$ cat src/design/tlm_pkg.sv
// Shared types, constants and helpers for the thermistor level monitor.
// No dependencies; compiled before every other file of the block.
package tlm_pkg;

    localparam int SENSOR_COUNT = 3;
    localparam int SAMPLE_BITS  = 12;
    localparam int COUNT_BITS   = 8;
    localparam int LEVEL_BITS   = 3;
    localparam int ADDR_BITS    = 5;
    localparam int DATA_BITS    = 32;
    localparam int INDEX_BITS   = ADDR_BITS - 2;

    // floor(x/3) by reciprocal multiply; exact for every x below 2**SUM_BITS
    localparam int SUM_BITS  = SAMPLE_BITS + 2;
    localparam int DIV_SHIFT = SUM_BITS + 2;
    localparam int RECIP_W   = DIV_SHIFT - 1;
    localparam int PROD_BITS = SUM_BITS + RECIP_W;
    localparam logic [RECIP_W-1:0] RECIP3 = RECIP_W'((2 ** DIV_SHIFT + 2) / 3);

    // register indexes (byte address = 4 * index)
    localparam logic [INDEX_BITS-1:0] REG_RECEDING = INDEX_BITS'(0);
    localparam logic [INDEX_BITS-1:0] REG_FILLING  = INDEX_BITS'(1);
    localparam logic [INDEX_BITS-1:0] REG_OPEN     = INDEX_BITS'(2);
    localparam logic [INDEX_BITS-1:0] REG_SENS_EN  = INDEX_BITS'(3);
    localparam logic [INDEX_BITS-1:0] REG_ALARM_EN = INDEX_BITS'(4);
    localparam logic [INDEX_BITS-1:0] REG_SETTLE   = INDEX_BITS'(5);

    localparam logic [SAMPLE_BITS-1:0]  RST_RECEDING = SAMPLE_BITS'(1500);
    localparam logic [SAMPLE_BITS-1:0]  RST_FILLING  = SAMPLE_BITS'(2500);
    localparam logic [SAMPLE_BITS-1:0]  RST_OPEN     = SAMPLE_BITS'(4000);
    localparam logic [SENSOR_COUNT-1:0] RST_SENS_EN  = '1;
    localparam logic [SENSOR_COUNT-1:0] RST_ALARM_EN = '0;
    localparam logic [COUNT_BITS-1:0]   RST_SETTLE   = COUNT_BITS'(10);

    localparam logic [LEVEL_BITS-1:0] LEVEL_FAULT = LEVEL_BITS'(4);

    typedef logic [SAMPLE_BITS-1:0] sample_t;

    typedef struct packed {
        sample_t receding;
        sample_t filling;
        sample_t open;
    } tlm_limits_t;

    typedef struct packed {
        logic wet;
        logic fault;
    } tlm_chan_state_t;

    // thermometer wet pattern to level; any fault overrides
    function automatic logic [LEVEL_BITS-1:0] tlm_level(
        input logic [SENSOR_COUNT-1:0] wet,
        input logic [SENSOR_COUNT-1:0] fault
    );
        logic [LEVEL_BITS-1:0] lvl;
        lvl = '0;
        for (int k = 0; k <= SENSOR_COUNT; k++)
        begin
            if (wet == SENSOR_COUNT'((1 << k) - 1))
            begin
                lvl = LEVEL_BITS'(k);
            end
        end
        if (|fault)
        begin
            lvl = LEVEL_FAULT;
        end
        return lvl;
    endfunction

endpackage

$ cat src/design/tlm_ifs.sv
// Valid/ready channel interfaces: sample transactions in, report transactions out.
// Depends on tlm_pkg.
interface tlm_in_if import tlm_pkg::*; ();
    logic    valid;
    logic    ready;
    sample_t sample_low;
    sample_t sample_mid;
    sample_t sample_high;

    modport source (output valid, output sample_low, output sample_mid,
                    output sample_high, input ready);
    modport sink   (input valid, input sample_low, input sample_mid,
                    input sample_high, output ready);
endinterface

interface tlm_out_if import tlm_pkg::*; ();
    logic                    valid;
    logic                    ready;
    logic                    settled;
    logic [LEVEL_BITS-1:0]   tank_level;
    logic [SENSOR_COUNT-1:0] wet_bits;
    logic [SENSOR_COUNT-1:0] fault_bits;
    logic                    empty_fail;
    logic                    refill_fail;
    logic                    fill_fail;

    modport source (output valid, output settled, output tank_level,
                    output wet_bits, output fault_bits, output empty_fail,
                    output refill_fail, output fill_fail, input ready);
    modport sink   (input valid, input settled, input tank_level,
                    input wet_bits, input fault_bits, input empty_fail,
                    input refill_fail, input fill_fail, output ready);
endinterface

$ cat src/design/tlm_channel.sv
// One thermistor channel: low-pass filter register and hysteresis classifier.
// Depends on tlm_pkg.
module tlm_channel import tlm_pkg::*; (
    input  logic            clk,
    input  logic            rst_n,
    input  logic            advance,
    input  sample_t         sample,
    input  logic            enable,
    input  tlm_limits_t     limits,
    input  tlm_chan_state_t state_cur,
    output tlm_chan_state_t state_next
);

    sample_t               filtered_reg;
    sample_t               filtered_next;
    logic [SUM_BITS-1:0]   sum;
    logic [PROD_BITS-1:0]  prod;

    // (sample + 2*prev) / 3
    assign sum  = SUM_BITS'(sample) + {1'b0, filtered_reg, 1'b0};
    assign prod = PROD_BITS'(sum) * PROD_BITS'(RECIP3);
    assign filtered_next = prod[DIV_SHIFT +: SAMPLE_BITS];

    always_ff @(posedge clk or negedge rst_n)
    begin
        if (!rst_n)
        begin
            filtered_reg <= '0;
        end
        else if (advance)
        begin
            filtered_reg <= filtered_next;
        end
    end

    always_comb
    begin
        state_next = state_cur;
        priority if (!enable)
        begin
            state_next = '{wet: 1'b0, fault: 1'b0};
        end
        else if (state_cur.wet && filtered_next < limits.receding)
        begin
            state_next = '{wet: 1'b0, fault: 1'b0};
        end
        else if (!state_cur.wet && filtered_next > limits.filling
                 && filtered_next < limits.open)
        begin
            state_next = '{wet: 1'b1, fault: 1'b0};
        end
        else if (filtered_next > limits.open)
        begin
            state_next = '{wet: 1'b0, fault: 1'b1};
        end
    end

endmodule

$ cat src/design/thermistor_level_monitor.sv
// Top level of the thermistor liquid-level monitor: APB register file,
// input register, per-channel filter/classifier and result register.
// Depends on tlm_pkg, tlm_ifs and tlm_channel.

// Takes one sample transaction (one 12-bit count per thermistor) per clock
// and returns one report transaction for each, in order, through the input
// and result registers. While reports are taken, the sustained rate is one
// item per cycle, set by the filter feedback loop of each channel (add,
// constant reciprocal multiply for the divide by three, limit compares),
// which closes through the filter register between the input and result
// registers. A stalled report does not stop intake at once: the input
// register still takes one more transaction, and intake stops only while
// both the input and the result register are full. After reset no clearing
// pass is needed; control and filter state reset at once, payload and result
// registers have none. Registers are written through the APB port at byte
// address 4*index and should only be changed while no transaction is in flight.
module thermistor_level_monitor import tlm_pkg::*; (
    input  logic                 clk,
    input  logic                 rst_n,
    // configuration
    input  logic                 psel,
    input  logic                 penable,
    input  logic                 pwrite,
    input  logic [ADDR_BITS-1:0] paddr,
    input  logic [DATA_BITS-1:0] pwdata,
    output logic [DATA_BITS-1:0] prdata,
    output logic                 pready,
    // streams
    tlm_in_if.sink               samples,
    tlm_out_if.source            report
);

    // ---------------- register file ----------------
    sample_t                 receding_reg;
    sample_t                 filling_reg;
    sample_t                 open_reg;
    logic [SENSOR_COUNT-1:0] sens_en_reg;
    logic [SENSOR_COUNT-1:0] alarm_en_reg;
    logic [COUNT_BITS-1:0]   settle_reg;
    logic [INDEX_BITS-1:0]   cfg_index;
    logic                    cfg_write;

    assign pready    = 1'b1;
    assign cfg_index = paddr[ADDR_BITS-1:2];
    assign cfg_write = psel && penable && pwrite && pready;

    always_ff @(posedge clk or negedge rst_n)
    begin
        if (!rst_n)
        begin
            receding_reg <= RST_RECEDING;
            filling_reg  <= RST_FILLING;
            open_reg     <= RST_OPEN;
            sens_en_reg  <= RST_SENS_EN;
            alarm_en_reg <= RST_ALARM_EN;
            settle_reg   <= RST_SETTLE;
        end
        else if (cfg_write)
        begin
            unique case (cfg_index)
                REG_RECEDING: receding_reg <= pwdata[SAMPLE_BITS-1:0];
                REG_FILLING:  filling_reg  <= pwdata[SAMPLE_BITS-1:0];
                REG_OPEN:     open_reg     <= pwdata[SAMPLE_BITS-1:0];
                REG_SENS_EN:  sens_en_reg  <= pwdata[SENSOR_COUNT-1:0];
                REG_ALARM_EN: alarm_en_reg <= pwdata[SENSOR_COUNT-1:0];
                REG_SETTLE:   settle_reg   <= pwdata[COUNT_BITS-1:0];
                default:      ; // unmapped addresses ignore writes
            endcase
        end
    end

    always_comb
    begin
        unique case (cfg_index)
            REG_RECEDING: prdata = DATA_BITS'(receding_reg);
            REG_FILLING:  prdata = DATA_BITS'(filling_reg);
            REG_OPEN:     prdata = DATA_BITS'(open_reg);
            REG_SENS_EN:  prdata = DATA_BITS'(sens_en_reg);
            REG_ALARM_EN: prdata = DATA_BITS'(alarm_en_reg);
            REG_SETTLE:   prdata = DATA_BITS'(settle_reg);
            default:      prdata = '0;
        endcase
    end

    // ---------------- handshake / pipeline control ----------------
    logic    in_valid_reg;
    sample_t in_sample_reg [SENSOR_COUNT];
    logic    out_valid_reg;
    logic    out_free;
    logic    advance;
    logic    take;

    assign out_free      = !out_valid_reg || report.ready;
    assign advance       = in_valid_reg && out_free;   // item moves to result reg
    assign samples.ready = !in_valid_reg || out_free;
    assign take          = samples.valid && samples.ready;

    always_ff @(posedge clk or negedge rst_n)
    begin
        if (!rst_n)
        begin
            in_valid_reg  <= 1'b0;
            out_valid_reg <= 1'b0;
        end
        else
        begin
            if (take)
            begin
                in_valid_reg <= 1'b1;
            end
            else if (advance)
            begin
                in_valid_reg <= 1'b0;
            end
            if (advance)
            begin
                out_valid_reg <= 1'b1;
            end
            else if (report.ready)
            begin
                out_valid_reg <= 1'b0;
            end
        end
    end

    // payload only, no reset
    always_ff @(posedge clk)
    begin
        if (take)
        begin
            in_sample_reg[0] <= samples.sample_low;
            in_sample_reg[1] <= samples.sample_mid;
            in_sample_reg[2] <= samples.sample_high;
        end
    end

    // ---------------- channels ----------------
    tlm_limits_t             limits;
    logic [SENSOR_COUNT-1:0] wet_reg;
    logic [SENSOR_COUNT-1:0] fault_reg;
    logic [SENSOR_COUNT-1:0] wet_next;
    logic [SENSOR_COUNT-1:0] fault_next;

    assign limits = '{receding: receding_reg, filling: filling_reg, open: open_reg};

    for (genvar i = 0; i < SENSOR_COUNT; i++)
    begin : g_chan
        tlm_chan_state_t st_cur;
        tlm_chan_state_t st_next;

        assign st_cur        = '{wet: wet_reg[i], fault: fault_reg[i]};
        assign wet_next[i]   = st_next.wet;
        assign fault_next[i] = st_next.fault;

        tlm_channel u_chan (
            .clk        (clk),
            .rst_n      (rst_n),
            .advance    (advance),
            .sample     (in_sample_reg[i]),
            .enable     (sens_en_reg[i]),
            .limits     (limits),
            .state_cur  (st_cur),
            .state_next (st_next)
        );
    end

    // ---------------- settling, held level and alarms ----------------
    logic [COUNT_BITS-1:0]   items_seen_reg;
    logic [LEVEL_BITS-1:0]   held_level_reg;
    logic [SENSOR_COUNT-1:0] held_alarms_reg;
    logic                    settled_now;
    logic [LEVEL_BITS-1:0]   held_level_next;
    logic [SENSOR_COUNT-1:0] held_alarms_next;

    // counter stops at the settle count, so it never wraps
    assign settled_now      = items_seen_reg >= settle_reg;
    assign held_level_next  = settled_now ? tlm_level(wet_next, fault_next)
                                          : held_level_reg;
    assign held_alarms_next = settled_now ? (alarm_en_reg & fault_next)
                                          : held_alarms_reg;

    always_ff @(posedge clk or negedge rst_n)
    begin
        if (!rst_n)
        begin
            wet_reg         <= '0;
            fault_reg       <= '0;
            items_seen_reg  <= '0;
            held_level_reg  <= '0;
            held_alarms_reg <= '0;
        end
        else if (advance)
        begin
            wet_reg         <= wet_next;
            fault_reg       <= fault_next;
            held_level_reg  <= held_level_next;
            held_alarms_reg <= held_alarms_next;
            if (!settled_now)
            begin
                items_seen_reg <= items_seen_reg + 1'b1;
            end
        end
    end

    // ---------------- result register ----------------
    logic                    res_settled_reg;
    logic [LEVEL_BITS-1:0]   res_level_reg;
    logic [SENSOR_COUNT-1:0] res_wet_reg;
    logic [SENSOR_COUNT-1:0] res_fault_reg;
    logic [SENSOR_COUNT-1:0] res_alarms_reg;

    always_ff @(posedge clk)
    begin
        if (advance)
        begin
            res_settled_reg <= settled_now;
            res_level_reg   <= held_level_next;
            res_wet_reg     <= wet_next;
            res_fault_reg   <= fault_next;
            res_alarms_reg  <= held_alarms_next;
        end
    end

    assign report.valid       = out_valid_reg;
    assign report.settled     = res_settled_reg;
    assign report.tank_level  = res_level_reg;
    assign report.wet_bits    = res_wet_reg;
    assign report.fault_bits  = res_fault_reg;
    assign report.empty_fail  = res_alarms_reg[0];
    assign report.refill_fail = res_alarms_reg[1];
    assign report.fill_fail   = res_alarms_reg[2];

endmodule

$ cat src/flat_wrapper.sv
// flat-port wrapper written by rule: the top's interface ports become plain ports
module thermistor_level_monitor_flat import tlm_pkg::*;
  (clk, rst_n, psel, penable, pwrite, paddr, pwdata, prdata, pready, samples_valid, samples_sample_low, samples_sample_mid, samples_sample_high, samples_ready, report_valid, report_settled, report_tank_level, report_wet_bits, report_fault_bits, report_empty_fail, report_refill_fail, report_fill_fail, report_ready);
  tlm_in_if samples_i ();
  tlm_out_if report_i ();
  input  logic clk;
  input  logic rst_n;
  input  logic psel;
  input  logic penable;
  input  logic pwrite;
  input  logic [ADDR_BITS-1:0] paddr;
  input  logic [DATA_BITS-1:0] pwdata;
  output logic [DATA_BITS-1:0] prdata;
  output logic pready;
  input wire logic [$bits(samples_i.valid)-1:0] samples_valid;
  input wire logic [$bits(samples_i.sample_low)-1:0] samples_sample_low;
  input wire logic [$bits(samples_i.sample_mid)-1:0] samples_sample_mid;
  input wire logic [$bits(samples_i.sample_high)-1:0] samples_sample_high;
  output wire logic [$bits(samples_i.ready)-1:0] samples_ready;
  output wire logic [$bits(report_i.valid)-1:0] report_valid;
  output wire logic [$bits(report_i.settled)-1:0] report_settled;
  output wire logic [$bits(report_i.tank_level)-1:0] report_tank_level;
  output wire logic [$bits(report_i.wet_bits)-1:0] report_wet_bits;
  output wire logic [$bits(report_i.fault_bits)-1:0] report_fault_bits;
  output wire logic [$bits(report_i.empty_fail)-1:0] report_empty_fail;
  output wire logic [$bits(report_i.refill_fail)-1:0] report_refill_fail;
  output wire logic [$bits(report_i.fill_fail)-1:0] report_fill_fail;
  input wire logic [$bits(report_i.ready)-1:0] report_ready;
  assign samples_i.valid = samples_valid;
  assign samples_i.sample_low = samples_sample_low;
  assign samples_i.sample_mid = samples_sample_mid;
  assign samples_i.sample_high = samples_sample_high;
  assign samples_ready = samples_i.ready;
  assign report_valid = report_i.valid;
  assign report_settled = report_i.settled;
  assign report_tank_level = report_i.tank_level;
  assign report_wet_bits = report_i.wet_bits;
  assign report_fault_bits = report_i.fault_bits;
  assign report_empty_fail = report_i.empty_fail;
  assign report_refill_fail = report_i.refill_fail;
  assign report_fill_fail = report_i.fill_fail;
  assign report_i.ready = report_ready;
  thermistor_level_monitor u_core (.clk(clk), .rst_n(rst_n), .psel(psel), .penable(penable), .pwrite(pwrite), .paddr(paddr), .pwdata(pwdata), .prdata(prdata), .pready(pready), .samples(samples_i), .report(report_i));
endmodule
$ cat config.mk
export PLATFORM = sky130hd
export DESIGN_NAME = thermistor_level_monitor_flat
export DESIGN_NICKNAME = d
export VERILOG_FILES = /design/src/design/tlm_pkg.sv /design/src/design/tlm_ifs.sv /design/src/design/tlm_channel.sv /design/src/design/thermistor_level_monitor.sv /design/src/flat_wrapper.sv
export SDC_FILE = /design/constraint.sdc
export NUM_CORES = 1
export LEC_CHECK = 0
export ABC_AREA = 1
export BUFFER_PORTS_ARGS = -buffer_cell sky130_fd_sc_hd__buf_2
export CAP_MARGIN = 10
export CELL_PAD_IN_SITES_DETAIL_PLACEMENT = 0
export CELL_PAD_IN_SITES_GLOBAL_PLACEMENT = 1
export CORE_ASPECT_RATIO = 1.25
export CORE_MARGIN = 8
export CORE_UTILIZATION = 53
export CTS_CLUSTER_SIZE = 28
export DETAILED_ROUTE_END_ITERATION = 6
export PLACE_DENSITY = 0.94
export SLEW_MARGIN = 0
export SYNTH_ARGS = -nofsm -noshare
export SYNTH_HDL_FRONTEND = slang
export SYNTH_SLANG_ARGS = --single-unit
$ cat constraint.sdc
create_clock -name clk -period 11.8 [get_ports clk]
set_clock_uncertainty 0.15 [all_clocks]
set_input_delay 1.77 -clock clk [delete_from_list [all_inputs] [get_ports clk]]
set_output_delay 1.77 -clock clk [all_outputs]
set_load 0.01 [all_outputs]
==> impl_results.md, run 1 <==
- Complex-gate fraction of the synthesized area: 8.79%
- Max Clk Rate: 0.106 GHz
- Largest stage delay on the critical path: 0.54 ns
- GRT overflow: 0
- CTS sink cnt: 157
- Ys Warns: 0
- Worst r2r path cells: 49
- Commonest non-fill, non-tap cell in the layout: inv_1
- CP arrival: 9.66 ns
- Core box area: 37000 um^2
- Final period util: 79.9%
- RR Endpoint: u_core.held_level_reg[0]$_DFFE_PN0P_
- Least-Margin Pin Slew: 1.04 ns
- # Post-CTS Setup Buffers: 0
- Final net count: 2966
- Reg2Reg Setup Slack: 2.37 ns
- Inserted Diodes: 0
- First-pass GRT wire length: 78300 um
- Detailed Place HPWL: 39600 um
- Area Growth Syn to Fin: 7.68%
- Largest family of logic cells by synthesized area: adder cells
- Post-Synth XOR/XNOR Area: 3.75%
- Syn_area_per_cell: 8.91 um^2
- Synth Cell Area: 19700 um^2
- Die footprint: 43700 um^2
- CP endpoint kind: register
- Longest Clk Path Bufs: 2
- Via count: 14.8k
- Pins Over Slew Limit: 0
- Die Ht: 232 um
- PortBufs: 84
- Final cell count without fillers: 2802
- Worst-Skew Late Latency: 0.46 ns
- CTS tree: built
- Clock H-tree levels: 4
- Top-Level Pins: 128
- CTS buffer count: 17
- Vias/cell: 5.28
- Adder-Cell Fraction of Synth Area: 43.4%
- Asr flop ratio synth: 68.8%
- Dominant synthesized flop cell: dfrtp_1
- Top cell type's share of synthesized area: 26.2%
- Status: finished clean
- Filler cells: 3272
- Synth Area in Simple Gates: 12.2%
- CP max-delay cell: fa_1
- Synth Register Bits: 157
- Resize count post-CTS: 0
- Per-cell routed wire length: 17.0 um
- Post-synth EDFFs: 49
- Crit path launch type: register
- Number of global-route vias before repair: 15.8k
- Placed insts: 2770
- CP startpoint: u_core.in_sample_reg[0][25]$_DFFE_PP_
- GP Congestion: 0.913
- Slew HR: 30.2%
- Worst Path Required: 12.04 ns
- Pin count of the biggest net entering global routing: 66
- Max-cap viol count: 0
- Hold Path Stages: 2
- Final hold vios: 0
- Synth top area cells: ha_1 26%, fa_1 17%, dfrtp_1 11%
- Remaining DRCs: 0
- Worst setup path class: reg -> reg
- Drt pass-1 iters: 7
- Hold Startpoint: u_core.filling_reg[1]$_DFFE_PN0P_
- Initial core utilization: 53.4%
- CP dominant cell by count: nand2_1
- CP max FO: 4
- Hold Crit Endpoint: u_core.filling_reg[1]$_DFFE_PN0P_
- Setup Viol. Count Final: 0
- Sequential cell area: 4200 um^2
- Root Buffer: clkbuf_16
- Gr usage total: 22.5%
- Worst r2r src: u_core.in_sample_reg[0][25]$_DFFE_PP_
- Die outline width: 189 um
- Distinct cells, synth: 59
- Initial detailed-routing violation count: 753
- Worst-path clk slew: 0.08 ns
- CTS Hold Bufs: 0
- Multi-input logic area: 13600 um^2
- Post-synthesis sequential area ratio: 21.3%
- Crit path time final: 9.43 ns
- Layout cells sized above 1: 9.37%
- Initial antenna violation count: 1
- Min-Delay Path Class: reg -> reg
- Most frequent cells in the layout: 474 x inv_1, 413 x ha_1, 397 x nand2_1
- # rows: 79
- Post-synthesis mux area share: 0.0570%
- Syn Inst Count: 2215
- Antenna-violating nets left: 0
- Cell taking the most area after synthesis: ha_1
- DRT Wirelength: 47500 um
- TNS Setup: 0 ns
- RSZ-0062 raised after global routing: no
==> cells in the mapped netlist (all sizes together) (2+ instances only) <==
master and n:
inv 485, nand2 418, ha 413, fa 170, a21oi 132, o21ai 104
dfrtp 85, nor2 60, xor2 57, nand3 50, edfxtp 49, xnor2 25
buf 24, dfstp 23, nand4 18, clkbuf 15, nor3 10, o211ai 9
o21bai 9, o221ai 9, a21o 5, and2 5, a221oi 4, nor4 4
a21boi 3, a31oi 3, o21a 3, a211oi 2, a22oi 2, a31o 2
clkinv 2, conb 2, o2111ai 2, o22ai 2
==> final cells by class <==
class | count | share of cell area, %
inverter | 487 | 8.60
timing repair buffer | 89 | 2.17
tap | 486 | 2.86
multi-input combinational | 1551 | 63.8
sequential | 157 | 19.8
clock inverter | 14 | 0.783
clock buffer | 18 | 2.07
==> critical path: cells and delay by family (launching register included) <==
kind / cells / cell delay [ns]
AND/OR/NAND/NOR: 24 / 2.07
flip-flops: 1 / 0.39
adder cells (fa/ha/maj): 9 / 3.49
buffers and inverters: 5 / 0.32
XOR/XNOR: 2 / 1.01
AO/OA/AOI/OAI: 9 / 1.92
==> worst max path at each step <==
stage / to / slack, ns / cells past startpoint
2_1_floorplan: u_core.report.tank_level[0]$_DFFE_PP_ / 3.74 / 48
3_3_place_gp: u_core.held_level_reg[0]$_DFFE_PN0P_ / 2.56 / 50
3_5_place_dp: u_core.held_level_reg[0]$_DFFE_PN0P_ / 2.34 / 49
4_1_cts: u_core.held_level_reg[0]$_DFFE_PN0P_ / 2.29 / 49
5_1_grt: u_core.held_level_reg[0]$_DFFE_PN0P_ / 1.62 / 55
6_report: u_core.held_level_reg[0]$_DFFE_PN0P_ / 2.37 / 49
==> layer usage <==
layer | wire length, um | GRT usage (%) | up-vias
met5 | 10 | 0 | -
met4 | 2480 | 11.7 | 2
met3 | 1690 | 2.85 | 123
met2 | 24700 | 41.4 | 342
met1 | 18700 | 25.0 | 7082
li1 | - | - | 7251
==> stage by stage <==
stage                     setup WS [ns]  hold slack (ns)  area, um^2  util, %
after global routing               1.62            0.357       21300     57.5
after global placement             2.56            0.311       20700     55.9
after CTS                          2.29            0.340       21300     57.5
after detailed placement           2.34            0.321       20700     55.9
after floorplan                    3.74            0.299       19800        -
final                              2.37            0.337       21300     57.5
==> cells by family after synthesis <==
| kind of cell | after synthesis |
|---|---|
| buffers and inverters | 526 |
| xor gates and xnor gates | 82 |
| muxes | 1 |
| adders and majority gates | 583 |
| DFF | 157 |
| AOI/OAI and AO/OA | 294 |
| and+or+nand+nor | 570 |
| other | 2 |
Power of run 1 is left out: the tool's default activity adds up to more than one toggle a clock period on the data nets, which glitch-free logic cannot reach.
==> inputs of run 2 (changes only) <==
--- a/config.mk
+++ b/config.mk
@@ -12,10 +12,10 @@
 export CELL_PAD_IN_SITES_GLOBAL_PLACEMENT = 1
 export CORE_ASPECT_RATIO = 1.25
 export CORE_MARGIN = 8
-export CORE_UTILIZATION = 53
+export CORE_UTILIZATION = 49
 export CTS_CLUSTER_SIZE = 28
 export DETAILED_ROUTE_END_ITERATION = 6
-export PLACE_DENSITY = 0.94
+export PLACE_DENSITY = 0.88
 export SLEW_MARGIN = 0
 export SYNTH_ARGS = -nofsm -noshare
 export SYNTH_HDL_FRONTEND = slang
==> constraint.sdc (replaced) <==
create_clock -name clk -period 9.8 [get_ports clk]
set_clock_uncertainty 0.15 [all_clocks]
set_input_delay 1.47 -clock clk [delete_from_list [all_inputs] [get_ports clk]]
set_output_delay 1.47 -clock clk [all_outputs]
set_load 0.01 [all_outputs]
==> run 2 against run 1 <==
  * Final cell count rose by 0.79%
  * Sequential share of layout area fell by 0.090 points
  * Wire length rose by 0.76%
  * Register-to-register slack got worse by 1.7 ns
  * Cell area rose by 0.46%
  * Die area rose by 7.5%
  * Highest routed layer unchanged
==> impl_results.md, run 2 (synthesized netlist as in run 1, its figures left out) <==
- CP max-delay cell: fa_1
- Most frequent cells in the layout: 475 x inv_1, 413 x ha_1, 397 x nand2_1
- Hold Crit Endpoint: u_core.held_level_reg[0]$_DFFE_PN0P_
- CP dominant cell by count: nand2_1
- Gr usage total: 21.1% (-1.4 points)
- CP startpoint: u_core.in_sample_reg[0][13]$_DFFE_PP_
- Sequential cell area: 4200 um^2 (unchanged)
- Pins Over Slew Limit: 0 (unchanged)
- Filler cells: 3678 (+12%)
- Per-cell routed wire length: 17.0 um (about the same)
- Remaining DRCs: 0 (unchanged)
- Vias/cell: 5.22 (-1.2%)
- Hold Path Stages: 2 (unchanged)
- CP arrival: 9.25 ns (-0.41 ns)
- Final cell count without fillers: 2824 (+0.79%)
- Number of global-route vias before repair: 15.6k (-1.3%)
- Core box area: 39900 um^2 (+8.0%)
- CTS tree: built
- First-pass GRT wire length: 78700 um (+0.49%)
- Largest stage delay on the critical path: 0.55 ns (about the same)
- PortBufs: 84 (unchanged)
- GP Congestion: 0.971 (+6.4%)
- Die Ht: 240 um (+3.7%)
- Worst r2r src: u_core.in_sample_reg[0][13]$_DFFE_PP_
- # rows: 82 (+3.8%)
- Worst setup path class: reg -> reg
- GRT overflow: 0 (unchanged)
- Initial core utilization: 49.5% (-3.9 points)
- Initial antenna violation count: 1 (unchanged)
- Layout cells sized above 1: 9.70% (+0.33 points)
- Fin worst setup slack: 0.691 ns (-1.68 ns)
- Detailed Place HPWL: 40200 um (+1.6%)
- Initial detailed-routing violation count: 642 (-15%)
- Least-Margin Pin Slew: 1.04 ns (-0.00197 ns)
- Worst Path Required: 9.94 ns (-2.10 ns)
- Crit path launch type: register
- Top delay family on crit path: adder cells
- Final net count: 2970 (+0.13%)
- TNS Setup: 0 ns (unchanged)
- RR Endpoint: u_core.held_alarms_reg[1]$_DFFE_PN0P_
- # Post-CTS Setup Buffers: 0 (unchanged)
- CP Buf/Inv Count: 8 (+3)
- Worst r2r path cells: 47 (-4.1%)
- Placed insts: 2792 (+0.79%)
- Drt pass-1 iters: 5 (-2)
- Commonest non-fill, non-tap cell in the layout: inv_1
- Worst-path clk slew: 0.07 ns (about the same)
- Hold Startpoint: u_core.held_level_reg[0]$_DFFE_PN0P_
- Setup Viol. Count Final: 0 (unchanged)
- Inserted Diodes: 0 (unchanged)
- Top-Level Pins: 128 (unchanged)
- DRT Wirelength: 47900 um (+0.76%)
- CTS buffer count: 17 (unchanged)
- Min-Delay Path Class: reg -> reg
- CTS Hold Bufs: 0 (unchanged)
- Worst-Skew Late Latency: 0.45 ns (about the same)
- Max Clk Rate: 0.110 GHz (+3.5%)
- Status: finished clean
- Fin util: 53.5% (-4.0 points)
- Slew HR: 30.5% (+0.23 points)
- CP endpoint kind: register
- DP Worst Slack: 0.525 ns (-1.81 ns)
- Reg2Reg Setup Slack: 0.69 ns (-1.68 ns)
- Pin count of the biggest net entering global routing: 74 (+12%)
- Final hold vios: 0 (unchanged)
- Antenna-violating nets left: 0 (unchanged)
- Longest Clk Path Bufs: 2 (unchanged)
- Via count: 14.7k (-0.45%)
- Crit path time final: 9.11 ns (-0.316 ns)
- Final period util: 93.0% (+13 points)
- Die outline width: 196 um (+3.7%)
- CTS sink cnt: 157 (unchanged)
- Multi-input logic area: 13600 um^2 (+0.28%)
- CP max FO: 4 (unchanged)
- Root Buffer: clkbuf_16
- Max-cap viol count: 0 (unchanged)
- Die footprint: 47000 um^2 (+7.5%)
- Area Growth Syn to Fin: 8.18%
- Clock H-tree levels: 4 (unchanged)
-- run 2: repair_timing --
item / in CTS / in global routing
hold endpoints to repair: 0 / 0
setup endpoints to repair: 0 / 9
gates resized for setup: 0 / 5
-- run 2: worst max path at each step --
| stage | endpoint | slack [ns] | cells after the start |
|---|---|---|---|
| finish | u_core.held_alarms_reg[1]$_DFFE_PN0P_ | 0.69 | 47 |
| global route | u_core.held_level_reg[0]$_DFFE_PN0P_ | -0.0001 | 51 |
| CTS | u_core.held_level_reg[0]$_DFFE_PN0P_ | 0.48 | 50 |
| detailed placement | u_core.held_level_reg[0]$_DFFE_PN0P_ | 0.53 | 50 |
| global placement | u_core.held_level_reg[1]$_DFFE_PN0P_ | 0.71 | 49 |
| floorplan | u_core.report.tank_level[0]$_DFFE_PP_ | 1.74 | 48 |
-- run 2: through the flow --
stage / hold WS, ns / area (um^2)
finish: 0.337 / 21400
global route: 0.357 / 21400
CTS: 0.341 / 21300
floorplan: 0.299 / 19800
global placement: 0.313 / 20700
detailed placement: 0.323 / 20700
-- run 2: area by class of cell --
class | instances | share of cell area [%]
Timing Repair Buffer | 93 | 2.30
Tap cell | 504 | 2.95
Clock inverter | 13 | 0.797
Clock buffer | 19 | 2.07
Multi-Input combinational cell | 1551 | 63.6
Inverter | 487 | 8.56
Sequential cell | 157 | 19.7
-- run 2: worst reg2reg max path, delay by kind of cell, from the launching register on --
family	cells	cell delay, ns
and+or+nand+nor	20	2.22
DFF	1	0.40
buffers and inverters	8	0.60
adders and majority gates	9	3.50
AOI/OAI and AO/OA	8	1.20
xor gates and xnor gates	2	0.91
-- run 2: routing by layer --
metal | global-route usage, % | part of all wire [%] | wire length (um)
met2 | 39.5 | 52 | 25100
met5 | 0 | 0.017 | 8
met3 | 2.14 | 2.7 | 1290
met4 | 9.41 | 4.4 | 2110
met1 | 24.0 | 40 | 19400
Power of run 2 is left out for the same reason.
==> inputs of run 3 (changes only) <==
--- a/config.mk
+++ b/config.mk
@@ -12,10 +12,10 @@
 export CELL_PAD_IN_SITES_GLOBAL_PLACEMENT = 1
 export CORE_ASPECT_RATIO = 1.25
 export CORE_MARGIN = 8
-export CORE_UTILIZATION = 49
+export CORE_UTILIZATION = 44
 export CTS_CLUSTER_SIZE = 28
 export DETAILED_ROUTE_END_ITERATION = 6
-export PLACE_DENSITY = 0.88
+export PLACE_DENSITY = 0.84
 export SLEW_MARGIN = 0
 export SYNTH_ARGS = -nofsm -noshare
 export SYNTH_HDL_FRONTEND = slang
==> constraint.sdc (replaced) <==
create_clock -name clk -period 8.25 [get_ports clk]
set_clock_uncertainty 0.15 [all_clocks]
set_input_delay 1.2375 -clock clk [delete_from_list [all_inputs] [get_ports clk]]
set_output_delay 1.2375 -clock clk [all_outputs]
set_load 0.01 [all_outputs]
==> run 3 against run 2 <==
  * The flow now finishes with violations (setup timing)
  * Worst hold slack worse by 0.011 ns
  * Setup slack worse by 0.88 ns
  * Count of clock-buffer cells in the layout is 2 higher
  * Global-route usage decreased by 0.14 points
  * Non-clock buffer count grew 315
  * Via count is 9.4% higher
  * Wire length up 13%
  * Utilization grew 2.7 points
  * Critical path depth grew 4
==> impl_results.md, run 3 (synthesized netlist as in run 1, its figures left out) <==
- WHS: 0.326 ns (-0.0110 ns)
- Vias/cell: 5.01 (-3.9%)
- Violated checks: setup timing
- Crit path launch type: register
- Post-route cell area: 25200 um^2 (+18%)
- GP Congestion: 0.954 (-1.8%)
- Least-Margin Pin Slew: 1.05 ns (+0.0106 ns)
- Drt pass-1 iters: 5 (unchanged)
- Antenna-violating nets left: 0 (unchanged)
- Final period util: 102% (+9.3 points)
- Min-Delay Path Class: reg -> reg
- PortBufs: 84 (unchanged)
- Layout cells sized above 1: 28.0% (+18 points)
- Slew HR: 29.8% (-0.71 points)
- Gr usage total: 21.0% (-0.14 points)
- Hold Startpoint: u_core.held_level_reg[1]$_DFFE_PN0P_
- Core box area: 44700 um^2 (+12%)
- Die footprint: 51900 um^2 (+10%)
- Post-Place Cell Area: 22600 um^2 (+9.3%)
- Area Growth Syn to Fin: 27.4%
- CTS sink cnt: 157 (unchanged)
- Hold Path Stages: 2 (unchanged)
- CP endpoint kind: register
- Hold Crit Endpoint: u_core.held_level_reg[1]$_DFFE_PN0P_
- CP max-delay cell: fa_1
- CP max FO: 3 (-1)
- Most frequent cells in the layout: 446 x inv_1, 367 x ha_1, 363 x nand2_1
- Clock H-tree levels: 4 (unchanged)
- CTS buffer count: 17 (unchanged)
- Die Ht: 253 um (+5.2%)
- Worst r2r src: u_core.in_sample_reg[0][25]$_DFFE_PP_
- Final net count: 3285 (+11%)
- Number of global-route vias before repair: 17.2k (+10%)
- Longest Clk Path Bufs: 2 (unchanged)
- Root Buffer: clkbuf_16
- Top-Level Pins: 128 (unchanged)
- Initial detailed-routing violation count: 683 (+6.4%)
- Max Clk Rate: 0.119 GHz (+8.0%)
- DRT Wirelength: 54100 um (+13%)
- Commonest non-fill, non-tap cell in the layout: inv_1
- Per-cell routed wire length: 16.8 um (-0.68%)
- Fin worst setup slack: -0.187 ns (-0.877 ns)
- TNS Setup: -1.35 ns (-1.35 ns)
- CP dominant cell by count: nand2_2
- Filler cells: 3894 (+5.9%)
- Via count: 16.1k (+9.4%)
- Final hold vios: 0 (unchanged)
- Die outline width: 205 um (+5.1%)
- Initial core utilization: 44.1% (-5.3 points)
- Initial antenna violation count: 3 (+2)
- Pin count of the biggest net entering global routing: 73 (-1.4%)
- Multi-input logic area: 14900 um^2 (+9.7%)
- Pins Over Slew Limit: 0 (unchanged)
- Status: finished, violations left
- # rows: 87 (+6.1%)
- Setup Viol. Count Final: 11 (+11)
- CP startpoint: u_core.in_sample_reg[0][25]$_DFFE_PP_
- CTS Hold Bufs: 0 (unchanged)
- GRT overflow: 0 (unchanged)
- Max-cap viol count: 0 (unchanged)
- RSZ-0062 raised after global routing: yes
- CP arrival: 8.50 ns (-0.75 ns)
- RR Endpoint: u_core.report.tank_level[1]$_DFFE_PP_
- Worst Path Required: 8.31 ns (-1.63 ns)
- Reg2Reg Setup Slack: -0.19 ns (-0.88 ns)
- Worst r2r path cells: 51 (+8.5%)
- Largest stage delay on the critical path: 0.56 ns (about the same)
- Worst setup path class: reg -> reg
- First-pass GRT wire length: 85900 um (+9.2%)
- Crit path time final: 8.44 ns (-0.673 ns)
- Detailed Place HPWL: 43500 um (+8.3%)
- CTS tree: built
- Sequential cell area: 4200 um^2 (unchanged)
- Worst-Skew Late Latency: 0.46 ns (about the same)
- DP Worst Slack: -0.550 ns (-1.07 ns)
- Worst-path clk slew: 0.06 ns (about the same)
- Remaining DRCs: 0 (unchanged)
run 3: cell count changes in the layout (fill, tap and decap cells not counted), sizes merged:
cell	before	now
buf	93	408
inv	495	491
clkinv	4	7
clkbuf	19	21
bufinv	1	0
diode	0	1
run 3: layer usage:
layer,up-vias,track usage [%],share of wire [%]
met2,297,38.8,53
met1,7797,23.1,39
met4,4,10.3,4.7
met5,-,0,0.042
met3,124,3.03,3.2
li1,7890,-,-
run 3: how the worst max path moves through the flow:
stage | end | slack (ns) | cells after the start
after global placement | u_core.report.tank_level[0]$_DFFE_PP_ | -0.40 | 48
after detailed placement | u_core.held_alarms_reg[2]$_DFFE_PN0P_ | -0.55 | 49
final | u_core.report.tank_level[1]$_DFFE_PP_ | -0.19 | 51
after CTS | u_core.report.tank_level[0]$_DFFE_PP_ | -0.18 | 51
after floorplan | u_core.report.tank_level[0]$_DFFE_PP_ | 0.19 | 48
after global routing | u_core.held_level_reg[1]$_DFFE_PN0P_ | -0.61 | 53
run 3: critical path: cells and delay by family (launching register included):
kind,cells,cell delay [ns]
compound gates,10,1.23
xor+xnor,1,0.19
fa+ha+maj,9,3.36
buf+inv,6,0.39
flops,1,0.43
simple gates,25,2.42
run 3: area by class of cell:
class                      instances  share of cell area, %
sequential                       157                   16.7
inverter                         487                   7.31
clock buffer                      21                   1.87
tap                              578                   2.87
clock inverter                    11                  0.398
antenna                            1                0.00995
timing repair buffer             408                   11.6
multi-input combinational       1551                   59.3
run 3: metrics by stage:
stage | utilization, % | cells
after detailed placement | 50.6 | 3109
after global placement | 50.6 | 3109
after floorplan | - | 2234
final | 56.2 | 3214
after global routing | 56.2 | 3214
after CTS | 54.5 | 3199
run 3: repair_timing:
action	CTS	global route
gates resized for setup	142	121
endpoints found under the hold margin	0	0
endpoints found under the setup margin	24	25
pin swaps	101	133
buffers inserted	61	23
Power of run 3 is left out for the same reason.
